File: src/rtl/pt2_pkg.sv
package pt2_pkg;

  localparam int CORDIC_STAGES_DEF = 16;
  localparam int ATAN_LEN          = 24;
  localparam int RW = 24;
  localparam int ZW = 33;
  localparam int VW = 44;

  localparam logic [2:0] REG_LIN_A   = 3'd0;
  localparam logic [2:0] REG_LIN_B   = 3'd1;
  localparam logic [2:0] REG_LIN_C   = 3'd2;
  localparam logic [2:0] REG_LIN_D   = 3'd3;
  localparam logic [2:0] REG_SHIFT_X = 3'd4;
  localparam logic [2:0] REG_SHIFT_Y = 3'd5;

  localparam logic [31:0] ATAN_TAB [ATAN_LEN] = '{
    32'd536870912, 32'd316933406, 32'd167458907, 32'd85004756, 32'd42667331,
    32'd21354465, 32'd10679838, 32'd5340245, 32'd2670163, 32'd1335087,
    32'd667544, 32'd333772, 32'd166886, 32'd83443, 32'd41722, 32'd20861,
    32'd10430, 32'd5215, 32'd2608, 32'd1304, 32'd652, 32'd326, 32'd163, 32'd81
  };

  typedef struct packed {
    logic signed [15:0] lin_a;
    logic signed [15:0] lin_b;
    logic signed [15:0] lin_c;
    logic signed [15:0] lin_d;
    logic signed [31:0] shift_x;
    logic signed [31:0] shift_y;
  } cfg_t;

  typedef struct packed {
    logic signed [RW-1:0] x;
    logic signed [RW-1:0] y;
    logic signed [ZW-1:0] z;
    logic                 flip;
    logic signed [23:0]   px;
    logic signed [23:0]   py;
  } rot_t;

  typedef struct packed {
    logic signed [VW-1:0] x;
    logic signed [VW-1:0] y;
    logic signed [ZW-1:0] z;
    logic                 zero;
    logic signed [23:0]   ox;
    logic signed [23:0]   oy;
    logic                 clip;
  } vec_t;

  typedef struct packed {
    logic [15:0]        heading;
    logic signed [23:0] oy;
    logic signed [23:0] ox;
    logic               clip;
  } res_t;

endpackage

File: src/rtl/pt2_rot_cell.sv
module pt2_rot_cell import pt2_pkg::*; #(
  parameter int IDX = 0
) (
  input  logic clk,
  input  logic rst_n,
  input  logic en,
  input  logic v_i,
  input  rot_t d_i,
  output logic v_o,
  output rot_t d_o
);

  localparam logic signed [ZW-1:0] ANG = $signed({1'b0, ATAN_TAB[IDX]});

  logic v_r;
  rot_t d_r, d_nxt;

  always_comb begin
    d_nxt = d_i;
    if (d_i.z >= 0) begin
      d_nxt.x = d_i.x - (d_i.y >>> IDX);
      d_nxt.y = d_i.y + (d_i.x >>> IDX);
      d_nxt.z = d_i.z - ANG;
    end else begin
      d_nxt.x = d_i.x + (d_i.y >>> IDX);
      d_nxt.y = d_i.y - (d_i.x >>> IDX);
      d_nxt.z = d_i.z + ANG;
    end
  end

  always_ff @(posedge clk) begin
    if (!rst_n) begin
      v_r <= 1'b0;
    end else if (en) begin
      v_r <= v_i;
    end
  end

  always_ff @(posedge clk) begin
    if (en) begin
      d_r <= d_nxt;
    end
  end

  assign v_o = v_r;
  assign d_o = d_r;

endmodule

File: config.mk
export PLATFORM = sky130hd
export DESIGN_NAME = pt2_rot_cell
export DESIGN_NICKNAME = d
export VERILOG_FILES = /design/src/rtl/pt2_pkg.sv /design/src/rtl/pt2_rot_cell.sv
export SDC_FILE = /design/constraint.sdc
export NUM_CORES = 1
export LEC_CHECK = 0
export ABC_AREA = 1
export BUFFER_PORTS_ARGS = -buffer_cell sky130_fd_sc_hd__clkbuf_2
export CORE_ASPECT_RATIO = 1.2
export CORE_MARGIN = 2
export CORE_UTILIZATION = 35
export DETAILED_ROUTE_END_ITERATION = 8
export GPL_TIMING_DRIVEN = 0
export HOLD_SLACK_MARGIN = 0.02
export PLACE_DENSITY = 0.68
export SETUP_SLACK_MARGIN = 0.02
export SLEW_MARGIN = 20
export SYNTH_ARGS = -nofsm -noshare
export SYNTH_HDL_FRONTEND = slang
export SYNTH_SLANG_ARGS = --single-unit
File: constraint.sdc
create_clock -name clk -period 1.97 [get_ports clk]
set_clock_uncertainty 0.05 [all_clocks]
set_input_delay 0.2955 -clock clk [delete_from_list [all_inputs] [get_ports clk]]
set_output_delay 0.2955 -clock clk [all_outputs]
set_load 0.05 [all_outputs]
==> Implementation_results.wiki, run 1 <==
{| class="wikitable"
! Metric !! Value
|-
| Number of remaining DRC errors || 0
|-
| Number of hold violations in the final report || 0
|-
| Total I/O pin count || 265
|-
| DRT antenna net count || 0
|-
| Top sig layer || met4
|-
| Largest net degree at the start of global routing || 96
|-
| Maximum number of buffers from clock root to sink || 2
|-
| Leading cell type in the layout, fill and taps excluded || sky130_fd_sc_hd__nand2_1
|-
| Worst-path clk slew || about 60 ps
|-
| Tightest slew margin relative to the limit || around 33%
|-
| Worst VDD drop || 0.0005332 V
|-
| Seq/Total Area, Yosys || between 40% and 50%
|-
| Flop and latch count out of synthesis || 130
|-
| Clock tree from TritonCTS || done
|-
| Via total after detailed routing || between 9000 and 10000
|-
| Maximum clock rate || about 530 MHz
|-
| Proportion of layout cells with a drive suffix above 1 || between 20% and 30%
|-
| Critical path endpoint category || flop
|-
| Netlist cell types || 39
|-
| Reg2Reg Setup Slack || around 1300 ps
|-
| Clock root buffer master || sky130_fd_sc_hd__clkbuf_16
|-
| Crit path launch type || input pin
|-
| Measured slew at the worst slew-check pin || roughly 1000 ps
|-
| Num Clock Sinks || 130
|-
| Final setup vio count || 0
|-
| HPWL after detailed placement || between 20000 and 30000 um
|-
| Yosys Warn Count || 0
|-
| Result of the run || finished clean
|-
| GRT Total Usage || 23.23%
|-
| Crit path arrival time || around 2000 ps
|-
| Most used flip-flop cell after synthesis || sky130_fd_sc_hd__edfxtp_1
|-
| Commonest non-fill, non-tap cells in the layout || sky130_fd_sc_hd__nand2_1, sky130_fd_sc_hd__clkbuf_2, sky130_fd_sc_hd__inv_1
|-
| Number of instances in the synthesized netlist || between 1000 and 1500
|-
| Last weighted congestion value of the routability-driven placer || ~1
|-
| Starting density of the core || between 30% and 40%
|-
| Type of the tightest min-delay check || in -> reg
|-
| Worst-Skew Late Latency || 430 ps
|-
| Standard-cell row count || 65
|-
| Maximum level of the CTS H-tree || 4
|-
| Sum of routed wire length over all layers || approximately 33000 um
|-
| Post-Syn Area per Cell || roughly 7.8 sq um
|-
| Slew Limit Fails || 0
|-
| Post-route total power || approximately 10 mW
|-
| Combined area of all synthesized cells || 0.009313 sq mm
|-
| Vias per Instance || 4.883
|-
| Total Die Area || between 0.02 and 0.03 sq mm
|-
| Number of filler cells placed in the layout || 2569
|-
| Drt first pass iters || 5
|-
| Core area || ~0.026 sq mm
|-
| Horizontal die dimension || approximately 150 um
|-
| Peak fanout along the critical path || 8
|-
| Number of buffers added by the clock tree synthesis step || 17
|-
| Via count of the first global-routing pass || between 9000 and 10000
|-
| Ratio of final minimum period to clock period || around 96%
|-
| Max cap viols || 0
|-
| Nets@finish || between 1500 and 2000
|-
| Mean routed wirelength per cell || between 15 and 20 um
|-
| Fraction of registers with async set/reset || 0%
|-
| Number of enable flip-flop cells after synthesis || ~130
|-
| Hold slack || about 32 ps
|-
| Syn Nets || roughly 1400
|-
| Worst setup path class || in -> reg
|-
| First-pass GRT wire length || approximately 50000 um
|-
| Post-layout minimum cycle time || approximately 1900 ps
|-
| Count of input and output buffers || between 200 and 300
|-
| Data required time of the critical path || approximately 2100 ps
|-
| Die H || 182.7 um
|-
| Layout-stage area growth over the synthesis result || 37.42%
|-
| Wire length on met3 || roughly 1800 um
|-
| Initial antenna violation count || 0
|-
| Remaining Overflow, GRT || 0
|-
| Routed metal-1 wirelength || 13010 um
|-
| Leakage power || approximately 6.5 nW
|-
| # diodes || 0
|-
| PwrDens || between 700 and 800 mW/mm^2
|-
| Detail Route met2 WL || around 17000 um
|-
| Number of DRC markers in iteration 0 || 529
|-
| Setup repair after global routing missed its margin || yes
|}
[where the power goes]
group          switching (mW)  total (mW)  internal (mW)
clock                    1.26        3.25           1.98
combinational            2.50        3.46          0.959
sequential             0.0915        3.48           3.39
[sequential cells by signal, summed over array words and instances, names as in the netlist]
name	flops
v_o	1
d_o	129
[critical path: stages]
cell and delay (ps):
sky130_fd_sc_hd__clkbuf_2 140, sky130_fd_sc_hd__inv_1 60, sky130_fd_sc_hd__ha_1 280, sky130_fd_sc_hd__clkbuf_4 200, sky130_fd_sc_hd__nand2_1 80, sky130_fd_sc_hd__nand2_1 90, sky130_fd_sc_hd__nand3b_2 310, sky130_fd_sc_hd__nand2_1 100
sky130_fd_sc_hd__nand2_1 100, sky130_fd_sc_hd__nand2_2 120, sky130_fd_sc_hd__nand3_1 80, sky130_fd_sc_hd__nand3_1 90, sky130_fd_sc_hd__nand2_1 70
[cell families after synthesis]
logic type	count (synthesis)	synth area share, %
and+or+nand+nor	617	28.09
buffers and inverters	238	10.36
DFF	130	41.81
AOI/OAI and AO/OA	116	6.718
adders and majority gates	84	11.61
xor gates and xnor gates	15	1.411
[per-stage QoR]
step | instances | setup slack, ps | instance area (sq um) | TNS, ps | utilization [%]
6_report | 1910 | 79.80 | 12800 | 0 | 48.72
5_1_grt | 1910 | -1.586 | 12800 | -1.586 | 48.72
4_1_cts | 1906 | -17.12 | 12460 | -31.43 | 47.43
3_5_place_dp | 1800 | -560.4 | 11090 | -14160 | 42.21
3_3_place_gp | 1799 | -1226 | 11050 | -169800 | 42.08
2_1_floorplan | 1200 | 35.46 | 9313 | 0 | -
[cell type report]
class                      count  area (sq um)  area share, %
inverter                     206         778.2          6.081
buffer                        31         219.0          1.711
timing repair buffer         345          2148          16.79
clock buffer                  18         429.2          3.354
tap                          335         419.2          3.275
multi-input combinational    832          4750          37.11
sequential                   130          3894          30.43
clock inverter                13         160.2          1.251
[layer usage]
| metal | track usage [%] | vias up |
|---|---|---|
| met2 | 43.09 | 367 |
| met3 | 3.253 | 69 |
| li1 | - | 4569 |
| met5 | 0 | - |
| met4 | 10.85 | 0 |
| met1 | 26.22 | 4322 |
[worst paths after layout]
check / start / to / cells after the start
hold reg to reg: v_o$_SDFFE_PN0P_ / v_o$_SDFFE_PN0P_ / 2
hold / removal: d_i[2] / d_o[2]$_DFFE_PP_ / 1
setup reg to reg: v_o$_SDFFE_PN0P_ / v_o$_SDFFE_PN0P_ / 2
setup / recovery: d_i[87] / d_o[100]$_DFFE_PP_ / 13
[Yosys cell counts, types with 3 or more instances]
cell type                  count  area (sq um)
sky130_fd_sc_hd__o21ai_1       7         35.03
sky130_fd_sc_hd__nand3_1     105         525.5
sky130_fd_sc_hd__inv_2         6         22.52
sky130_fd_sc_hd__o21ai_0      34         170.2
sky130_fd_sc_hd__nand2_2       7         43.79
sky130_fd_sc_hd__inv_1       200         750.7
sky130_fd_sc_hd__clkbuf_1      4         15.01
sky130_fd_sc_hd__nor3_1        5         25.02
sky130_fd_sc_hd__buf_2         9         45.04
sky130_fd_sc_hd__nand4_1      20         125.1
sky130_fd_sc_hd__edfxtp_1    129          3874
sky130_fd_sc_hd__buf_4        14         105.1
sky130_fd_sc_hd__o31ai_1       3         22.52
sky130_fd_sc_hd__nor2_2       13         81.33
sky130_fd_sc_hd__buf_1         4         15.01
sky130_fd_sc_hd__fa_1          4         80.08
sky130_fd_sc_hd__o21bai_1      6         45.04
sky130_fd_sc_hd__a21oi_1      57         285.3
sky130_fd_sc_hd__nor2_1       77         289.0
sky130_fd_sc_hd__ha_1         80          1001
sky130_fd_sc_hd__nand2_4       3         33.78
sky130_fd_sc_hd__nand2_1     379          1423
sky130_fd_sc_hd__xor2_1       15         131.4
[repair_timing]
item / CTS / global route
pin swaps: 1 / 8
setup buffers: 0 / 4
setup endpoints to repair: 8 / 28
hold buffers: 75 / 1
gates resized for setup: 9 / 100
hold endpoints to repair: 75 / 1
Note: power is estimated with default switching activity, not from simulation.
==> run 2, diff against run 1 <==
Settings changed: MAX_ROUTING_LAYER set to met4.
==> run 2 against run 1 <==
Sequential share of layout area shrank 0.11 points. Via count shrank 0.42%. Routed wire length grew 0.12%. Global-route usage grew 0.62 points.
==> Implementation_results.wiki, run 2 (synthesis results as in run 1) <==
{| class="wikitable"
! Metric !! Value
|-
| List of cells traversed by the critical path || clkbuf_2 -> inv_1 -> ha_1 -> buf_4 -> nor2_2 -> nand2_1 -> nor3_1 -> nand3_1 -> nand3_1 -> nand2_1 -> nand3_1 -> nand2_1
|-
| Standard-cell row count || 65
|-
| Number of hold violations in the final report || 0
|-
| Nets@finish || around 1800
|-
| Die H || 182.7 um
|-
| Drt first pass iters || 5
|-
| Area taken by multi-input logic gates || about 0.0047 sq mm
|-
| RR Startpoint || v_o$_SDFFE_PN0P_
|-
| Core area || between 0.02 and 0.03 sq mm
|-
| Initial antenna violation count || 0
|-
| Via count of the first global-routing pass || 9086
|-
| Reg2Reg Setup Slack || approximately 710 ps
|-
| Result of the run || finished clean
|-
| Final setup vio count || 0
|-
| Depth of the most critical reg-to-reg path || 3
|-
| HPWL after detailed placement || 25990 um
|-
| Worst-Skew Late Latency || 440 ps
|-
| Clock root buffer master || sky130_fd_sc_hd__clkbuf_16
|-
| Standard cell with the maximum stage delay on the critical path || sky130_fd_sc_hd__ha_1
|-
| Slew Limit Fails || 0
|-
| Setup repair after global routing missed its margin || yes
|-
| Mean routed wirelength per cell || around 17 um
|-
| Ratio of final minimum period to clock period || between 90% and 100%
|-
| Maximum number of buffers from clock root to sink || 2
|-
| Layout-stage area growth over the synthesis result || 37.93%
|-
| Clock tree from TritonCTS || done
|-
| GRT Total Usage || 23.84%
|-
| Post-route design area || 0.01284 sq mm
|-
| Crit path arrival time || 2040 ps
|-
| Startpoint of the lowest-slack hold path || d_i[0]
|-
| Tightest slew margin relative to the limit || 35.22%
|-
| Leading cell type in the layout, fill and taps excluded || sky130_fd_sc_hd__nand2_1
|-
| Num Clock Sinks || 130
|-
| Count of input and output buffers || 264
|-
| Maximum clock rate || roughly 520 MHz
|-
| DRT antenna net count || 0
|-
| Max reg flops || roughly 130
|-
| Max cap viols || 0
|-
| Worst-path clk slew || 60 ps
|-
| Kind of cell with the highest combined delay on the critical path || simple AND/OR/NAND/NOR gates
|-
| Final Worst Setup Slack || 53.25 ps
|-
| Depth of the worst hold-timing path || 1
|-
| Post-layout minimum cycle time || roughly 1900 ps
|-
| FF/Latch Area || roughly 0.004 sq mm
|-
| Last weighted congestion value of the routability-driven placer || 0.9997
|-
| Peak fanout along the critical path || 9
|-
| Post-placement cell area || roughly 0.011 sq mm
|-
| PwrDens || ~800 mW/mm^2
|-
| Via total after detailed routing || 9288
|-
| Number of buffers added by the clock tree synthesis step || 17
|-
| Leakage power || roughly 6.5 nW
|-
| Type of the tightest min-delay check || in -> reg
|-
| Total Die Area || 0.02793 sq mm
|-
| Largest net degree at the start of global routing || 95
|-
| Maximum cell stage delay along the critical path || roughly 280 ps
|-
| Data required time of the critical path || approximately 2100 ps
|-
| Horizontal die dimension || around 150 um
|-
| Maximum level of the CTS H-tree || 4
|-
| Vias per Instance || between 4 and 5
|-
| Pre-CTS setup slack || -550.1 ps
|-
| FF-to-FF End || v_o$_SDFFE_PN0P_
|-
| Worst setup path class || in -> reg
|-
| Sum of routed wire length over all layers || 33070 um
|-
| Starting density of the core || 35.45%
|-
| Critical path endpoint category || flop
|-
| Proportion of layout cells with a drive suffix above 1 || a little over a quarter
|-
| Crit path launch type || input pin
|-
| Number of remaining DRC errors || 0
|-
| Remaining Overflow, GRT || 0
|-
| Number of DRC markers in iteration 0 || 650
|-
| First-pass GRT wire length || a little under 50000 um
|-
| Worst VDD drop || ~0.00045 V
|-
| Commonest non-fill, non-tap cells in the layout || sky130_fd_sc_hd__nand2_1, sky130_fd_sc_hd__clkbuf_2, sky130_fd_sc_hd__inv_1
|-
| Buffering stage count on the worst path with inverters included || 3
|-
| Total I/O pin count || 265
|-
| Measured slew at the worst slew-check pin || about 970 ps
|-
| Worst hold path endpoint || d_o[0]$_DFFE_PP_
|-
| Number of filler cells placed in the layout || approximately 2600
|-
| # diodes || 0
|}
[run 2: how the worst max path moves through the flow]
stage               cells after the start                 end  slack, ps      from
detailed placement                     13  d_o[102]$_DFFE_PP_       -550  d_i[101]
CTS                                    12   d_o[99]$_DFFE_PP_        -10   d_i[97]
floorplan                              11  d_o[102]$_DFFE_PP_         40   d_i[82]
global route                           14  d_o[129]$_DFFE_PP_        -30   d_i[91]
finish                                 12  d_o[127]$_DFFE_PP_         50   d_i[96]
global placement                        3    v_o$_SDFFE_PN0P_      -1260        en
[run 2: power breakdown]
part,internal [mW],switching (mW),leakage [nW]
clock network,2.11,1.28,0.296
registers,3.39,0.0913,1.27
logic,0.964,2.50,4.95
[run 2: worst reg2reg max path, stage by stage (launching register included)]
cell and delay (ps):
sky130_fd_sc_hd__dfxtp_1 310, sky130_fd_sc_hd__o21ai_0 160, sky130_fd_sc_hd__a21oi_1 60, sky130_fd_sc_hd__dlygate4sd3_1 570
[run 2: through the flow]
stage | utilization, % | setup TNS (ps) | power, mW | cells | hold slack, ps
2_1_floorplan | - | 0 | 5.739 | 1200 | 339.0
3_3_place_gp | 42.08 | -172530 | 6.683 | 1799 | 422.1
3_5_place_dp | 42.21 | -14400 | 6.709 | 1800 | 424.1
4_1_cts | 47.59 | -13.20 | 10.26 | 1908 | 25.05
5_1_grt | 48.90 | -45.86 | 10.81 | 1913 | 27.20
6_report | 48.90 | 0 | 10.34 | 1913 | 55.69
[run 2: cell type report]
type	count	share of cell area (%)
multi-input cells	832	36.96
flip-flops and latches	130	30.31
repair buffers	348	16.94
inverters	206	6.049
clock buffers	18	3.341
well taps	335	3.263
plain buffers	31	1.705
clock inverters	13	1.432
[run 2: metal layers]
| layer | global-route usage (%) | routed length [um] | up-vias |
|---|---|---|---|
| li1 | - | - | 4574 |
| met2 | 42.65 | 16690 | 355 |
| met1 | 26.56 | 13200 | 4287 |
| met3 | 3.348 | 1859 | 72 |
| met5 | - | 0 | - |
| met4 | 10.26 | 1314 | 0 |
[run 2: repair_timing]
action,in CTS,in global routing
hold buffers,77,1
setup buffers,0,5
endpoints found under the hold margin,76,1
setup endpoints to repair,6,28
pin swaps,0,6
gates resized for setup,9,94
==> run 3, diff against run 2 <==
Settings changed: CTS_CLUSTER_SIZE set to 20, PLACE_DENSITY 0.68 to 0.65.
Clock period 1.97 ns to 2.4 ns, I/O delays scaled along.
==> run 3 against run 2 <==
Global-route usage down 0.26 points. Critical path depth up 1. Via count down 3.7%. First-iteration DRC count up 4.3%. Routed wire length down 2.2%. Worst hold slack worse by 3.1 ps. Sequential power down 18%.
==> Implementation_results.wiki, run 3 (synthesis results as in run 1) <==
{| class="wikitable"
! Metric !! Value
|-
| Type of the tightest min-delay check || in -> reg
|-
| Nets@finish || ~1700
|-
| Mean routed wirelength per cell || between 15 and 20 um
|-
| Number of DRC markers in iteration 0 || around 680
|-
| Tightest slew margin relative to the limit || between 30% and 40%
|-
| Leading cell type in the layout, fill and taps excluded || sky130_fd_sc_hd__nand2_1
|-
| Clock tree from TritonCTS || done
|-
| Ratio of final minimum period to clock period || 93.33%
|-
| Clock share of power || 33.4%
|-
| PwrDens || approximately 700 mW/mm^2
|-
| Sum of routed wire length over all layers || 32350 um
|-
| Count of non-filler cells in the finished layout || between 1500 and 2000
|-
| Layout-stage area growth over the synthesis result || 25.59%
|-
| Number of filler cells placed in the layout || 2706
|-
| Net switching power figure || between 3 and 4 mW
|-
| Leakage power || between 6 and 7 nW
|-
| Max reg flops || ~130
|-
| First-pass GRT wire length || roughly 48000 um
|-
| Proportion of layout cells with a drive suffix above 1 || between 20% and 30%
|-
| Horizontal die dimension || around 150 um
|-
| Largest net degree at the start of global routing || 67
|-
| Maximum number of buffers from clock root to sink || 2
|-
| Via total after detailed routing || 8945
|-
| HPWL after detailed placement || around 26000 um
|-
| Share of total power in sequential cells || a little over a third
|-
| Count of input and output buffers || 264
|-
| GRT Total Usage || 23.58%
|-
| Remaining Overflow, GRT || 0
|-
| Switch share || between 30% and 40%
|-
| Max cap viols || 0
|-
| Setup repair after global routing missed its margin || no
|-
| Last weighted congestion value of the routability-driven placer || 0.9406
|-
| Slew Limit Fails || 0
|-
| Data required time of the critical path || roughly 2500 ps
|-
| DRT antenna net count || 0
|-
| # diodes || 0
|-
| Hold slack || around 53 ps
|-
| Cts hold-fix bufs || 0
|-
| Cell internal power dissipation || roughly 5.1 mW
|-
| Initial antenna violation count || 0
|-
| Measured slew at the worst slew-check pin || slightly below 1000 ps
|-
| Num Clock Sinks || 130
|-
| Worst-path clk slew || 60 ps
|-
| Logic pwr share || 31.9%
|-
| Maximum level of the CTS H-tree || 4
|-
| Maximum clock rate || around 450 MHz
|-
| Worst VDD drop || 0.0004244 V
|-
| Number of remaining DRC errors || 0
|-
| Core occupancy in the finished layout || ~45%
|-
| Standard-cell row count || 65
|-
| Via count of the first global-routing pass || 8817
|-
| Total I/O pin count || about 270
|-
| Peak fanout along the critical path || 10
|-
| Post-CTS resize count || 0
|-
| Worst-Skew Late Latency || roughly 420 ps
|-
| Total Die Area || 0.02793 sq mm
|-
| Crit path arrival time || around 2400 ps
|-
| Vias per Instance || a little under 5
|-
| Final setup vio count || 0
|-
| Critical path endpoint category || flop
|-
| Crit path launch type || input pin
|-
| Postcts setup bufs || 0
|-
| Die H || 182.7 um
|-
| Commonest non-fill, non-tap cells in the layout || sky130_fd_sc_hd__nand2_1, sky130_fd_sc_hd__clkbuf_2, sky130_fd_sc_hd__inv_1
|-
| Drt first pass iters || 6
|-
| Clock root buffer master || sky130_fd_sc_hd__clkbuf_16
|-
| Starting density of the core || 35.45%
|-
| Number of hold violations in the final report || 0
|-
| Worst setup path class || in -> reg
|-
| Number of buffers added by the clock tree synthesis step || 17
|-
| Core area || 0.02627 sq mm
|-
| Placed Cells incl. Taps || 1800
|-
| Post-layout minimum cycle time || between 2000 and 2500 ps
|-
| Result of the run || finished clean
|}
==> run 3: changes by cell type in the layout (fill, tap and decap cells not counted), sizes merged <==
| cell | delta |
|---|---|
| buf | -2 |
| bufinv | -1 |
| clkbuf | -2 |
| clkinv | -1 |
| dlygate4sd3 | -78 |
| inv | +3 |
==> run 3: area by class of cell <==
| class | count | area (sq um) | share of cell area [%] |
|---|---|---|---|
| Timing Repair Buffer | 265 | 1358 | 11.61 |
| Buffer | 32 | 191.4 | 1.637 |
| Clock buffer | 18 | 429.2 | 3.669 |
| Inverter | 206 | 773.2 | 6.611 |
| Sequential cell | 130 | 3894 | 33.29 |
| Clock inverter | 14 | 177.7 | 1.519 |
| Tap cell | 335 | 419.2 | 3.584 |
| Multi-Input combinational cell | 832 | 4454 | 38.08 |
==> run 3: routing by layer <==
| metal | track usage, % | share of wire [%] | up-vias |
|---|---|---|---|
| li1 | - | - | 4414 |
| met1 | 25.60 | 39 | 4135 |
| met2 | 42.44 | 51 | 338 |
| met3 | 4.346 | 5.6 | 58 |
| met4 | 9.667 | 3.6 | 0 |
| met5 | - | 0 | - |
==> run 3: critical path: stages <==
cell and delay, ps:
sky130_fd_sc_hd__clkbuf_2 110, sky130_fd_sc_hd__inv_1 40, sky130_fd_sc_hd__ha_1 260, sky130_fd_sc_hd__buf_2 220, sky130_fd_sc_hd__nand2_1 130, sky130_fd_sc_hd__nor2_1 400, sky130_fd_sc_hd__nand2_1 130, sky130_fd_sc_hd__nor2_1 160
sky130_fd_sc_hd__nand2_1 200, sky130_fd_sc_hd__nand3_1 150, sky130_fd_sc_hd__nand2_1 50, sky130_fd_sc_hd__nand3_1 70, sky130_fd_sc_hd__nand2_1 70
==> run 3: final timing paths <==
check	from	slack, ps	cells past startpoint	endpoint
worst max-delay path	d_i[101]	160	13	d_o[102]$_DFFE_PP_
worst min-delay path	d_i[71]	50	1	d_o[71]$_DFFE_PP_
worst max register to register	v_o$_SDFFE_PN0P_	1700	2	v_o$_SDFFE_PN0P_
worst min register to register	v_o$_SDFFE_PN0P_	500	2	v_o$_SDFFE_PN0P_
==> run 3: stage by stage <==
stage | cell area (sq um) | TNS, ps | total power, mW | setup WS, ps
final | 11700 | 0 | 8.213 | 160.0
after global routing | 11700 | 0 | 8.613 | 30.64
after CTS | 11700 | 0 | 8.286 | 134.3
after detailed placement | 11090 | -1916 | 5.516 | -303.5
after global placement | 11050 | -112500 | 5.493 | -930.5
after floorplan | 9313 | 0 | 4.711 | 401.0
==> run 3: power by group through the flow <==
stage          sequential (mW)  combinational (mW)  clock [mW]
2_1_floorplan             3.71                1.00           0
3_3_place_gp              2.91                2.59           0
3_5_place_dp              2.91                2.61           0
4_1_cts                   2.86                2.62        2.81
5_1_grt                   2.88                2.83        2.90
6_report                  2.85                2.62        2.74
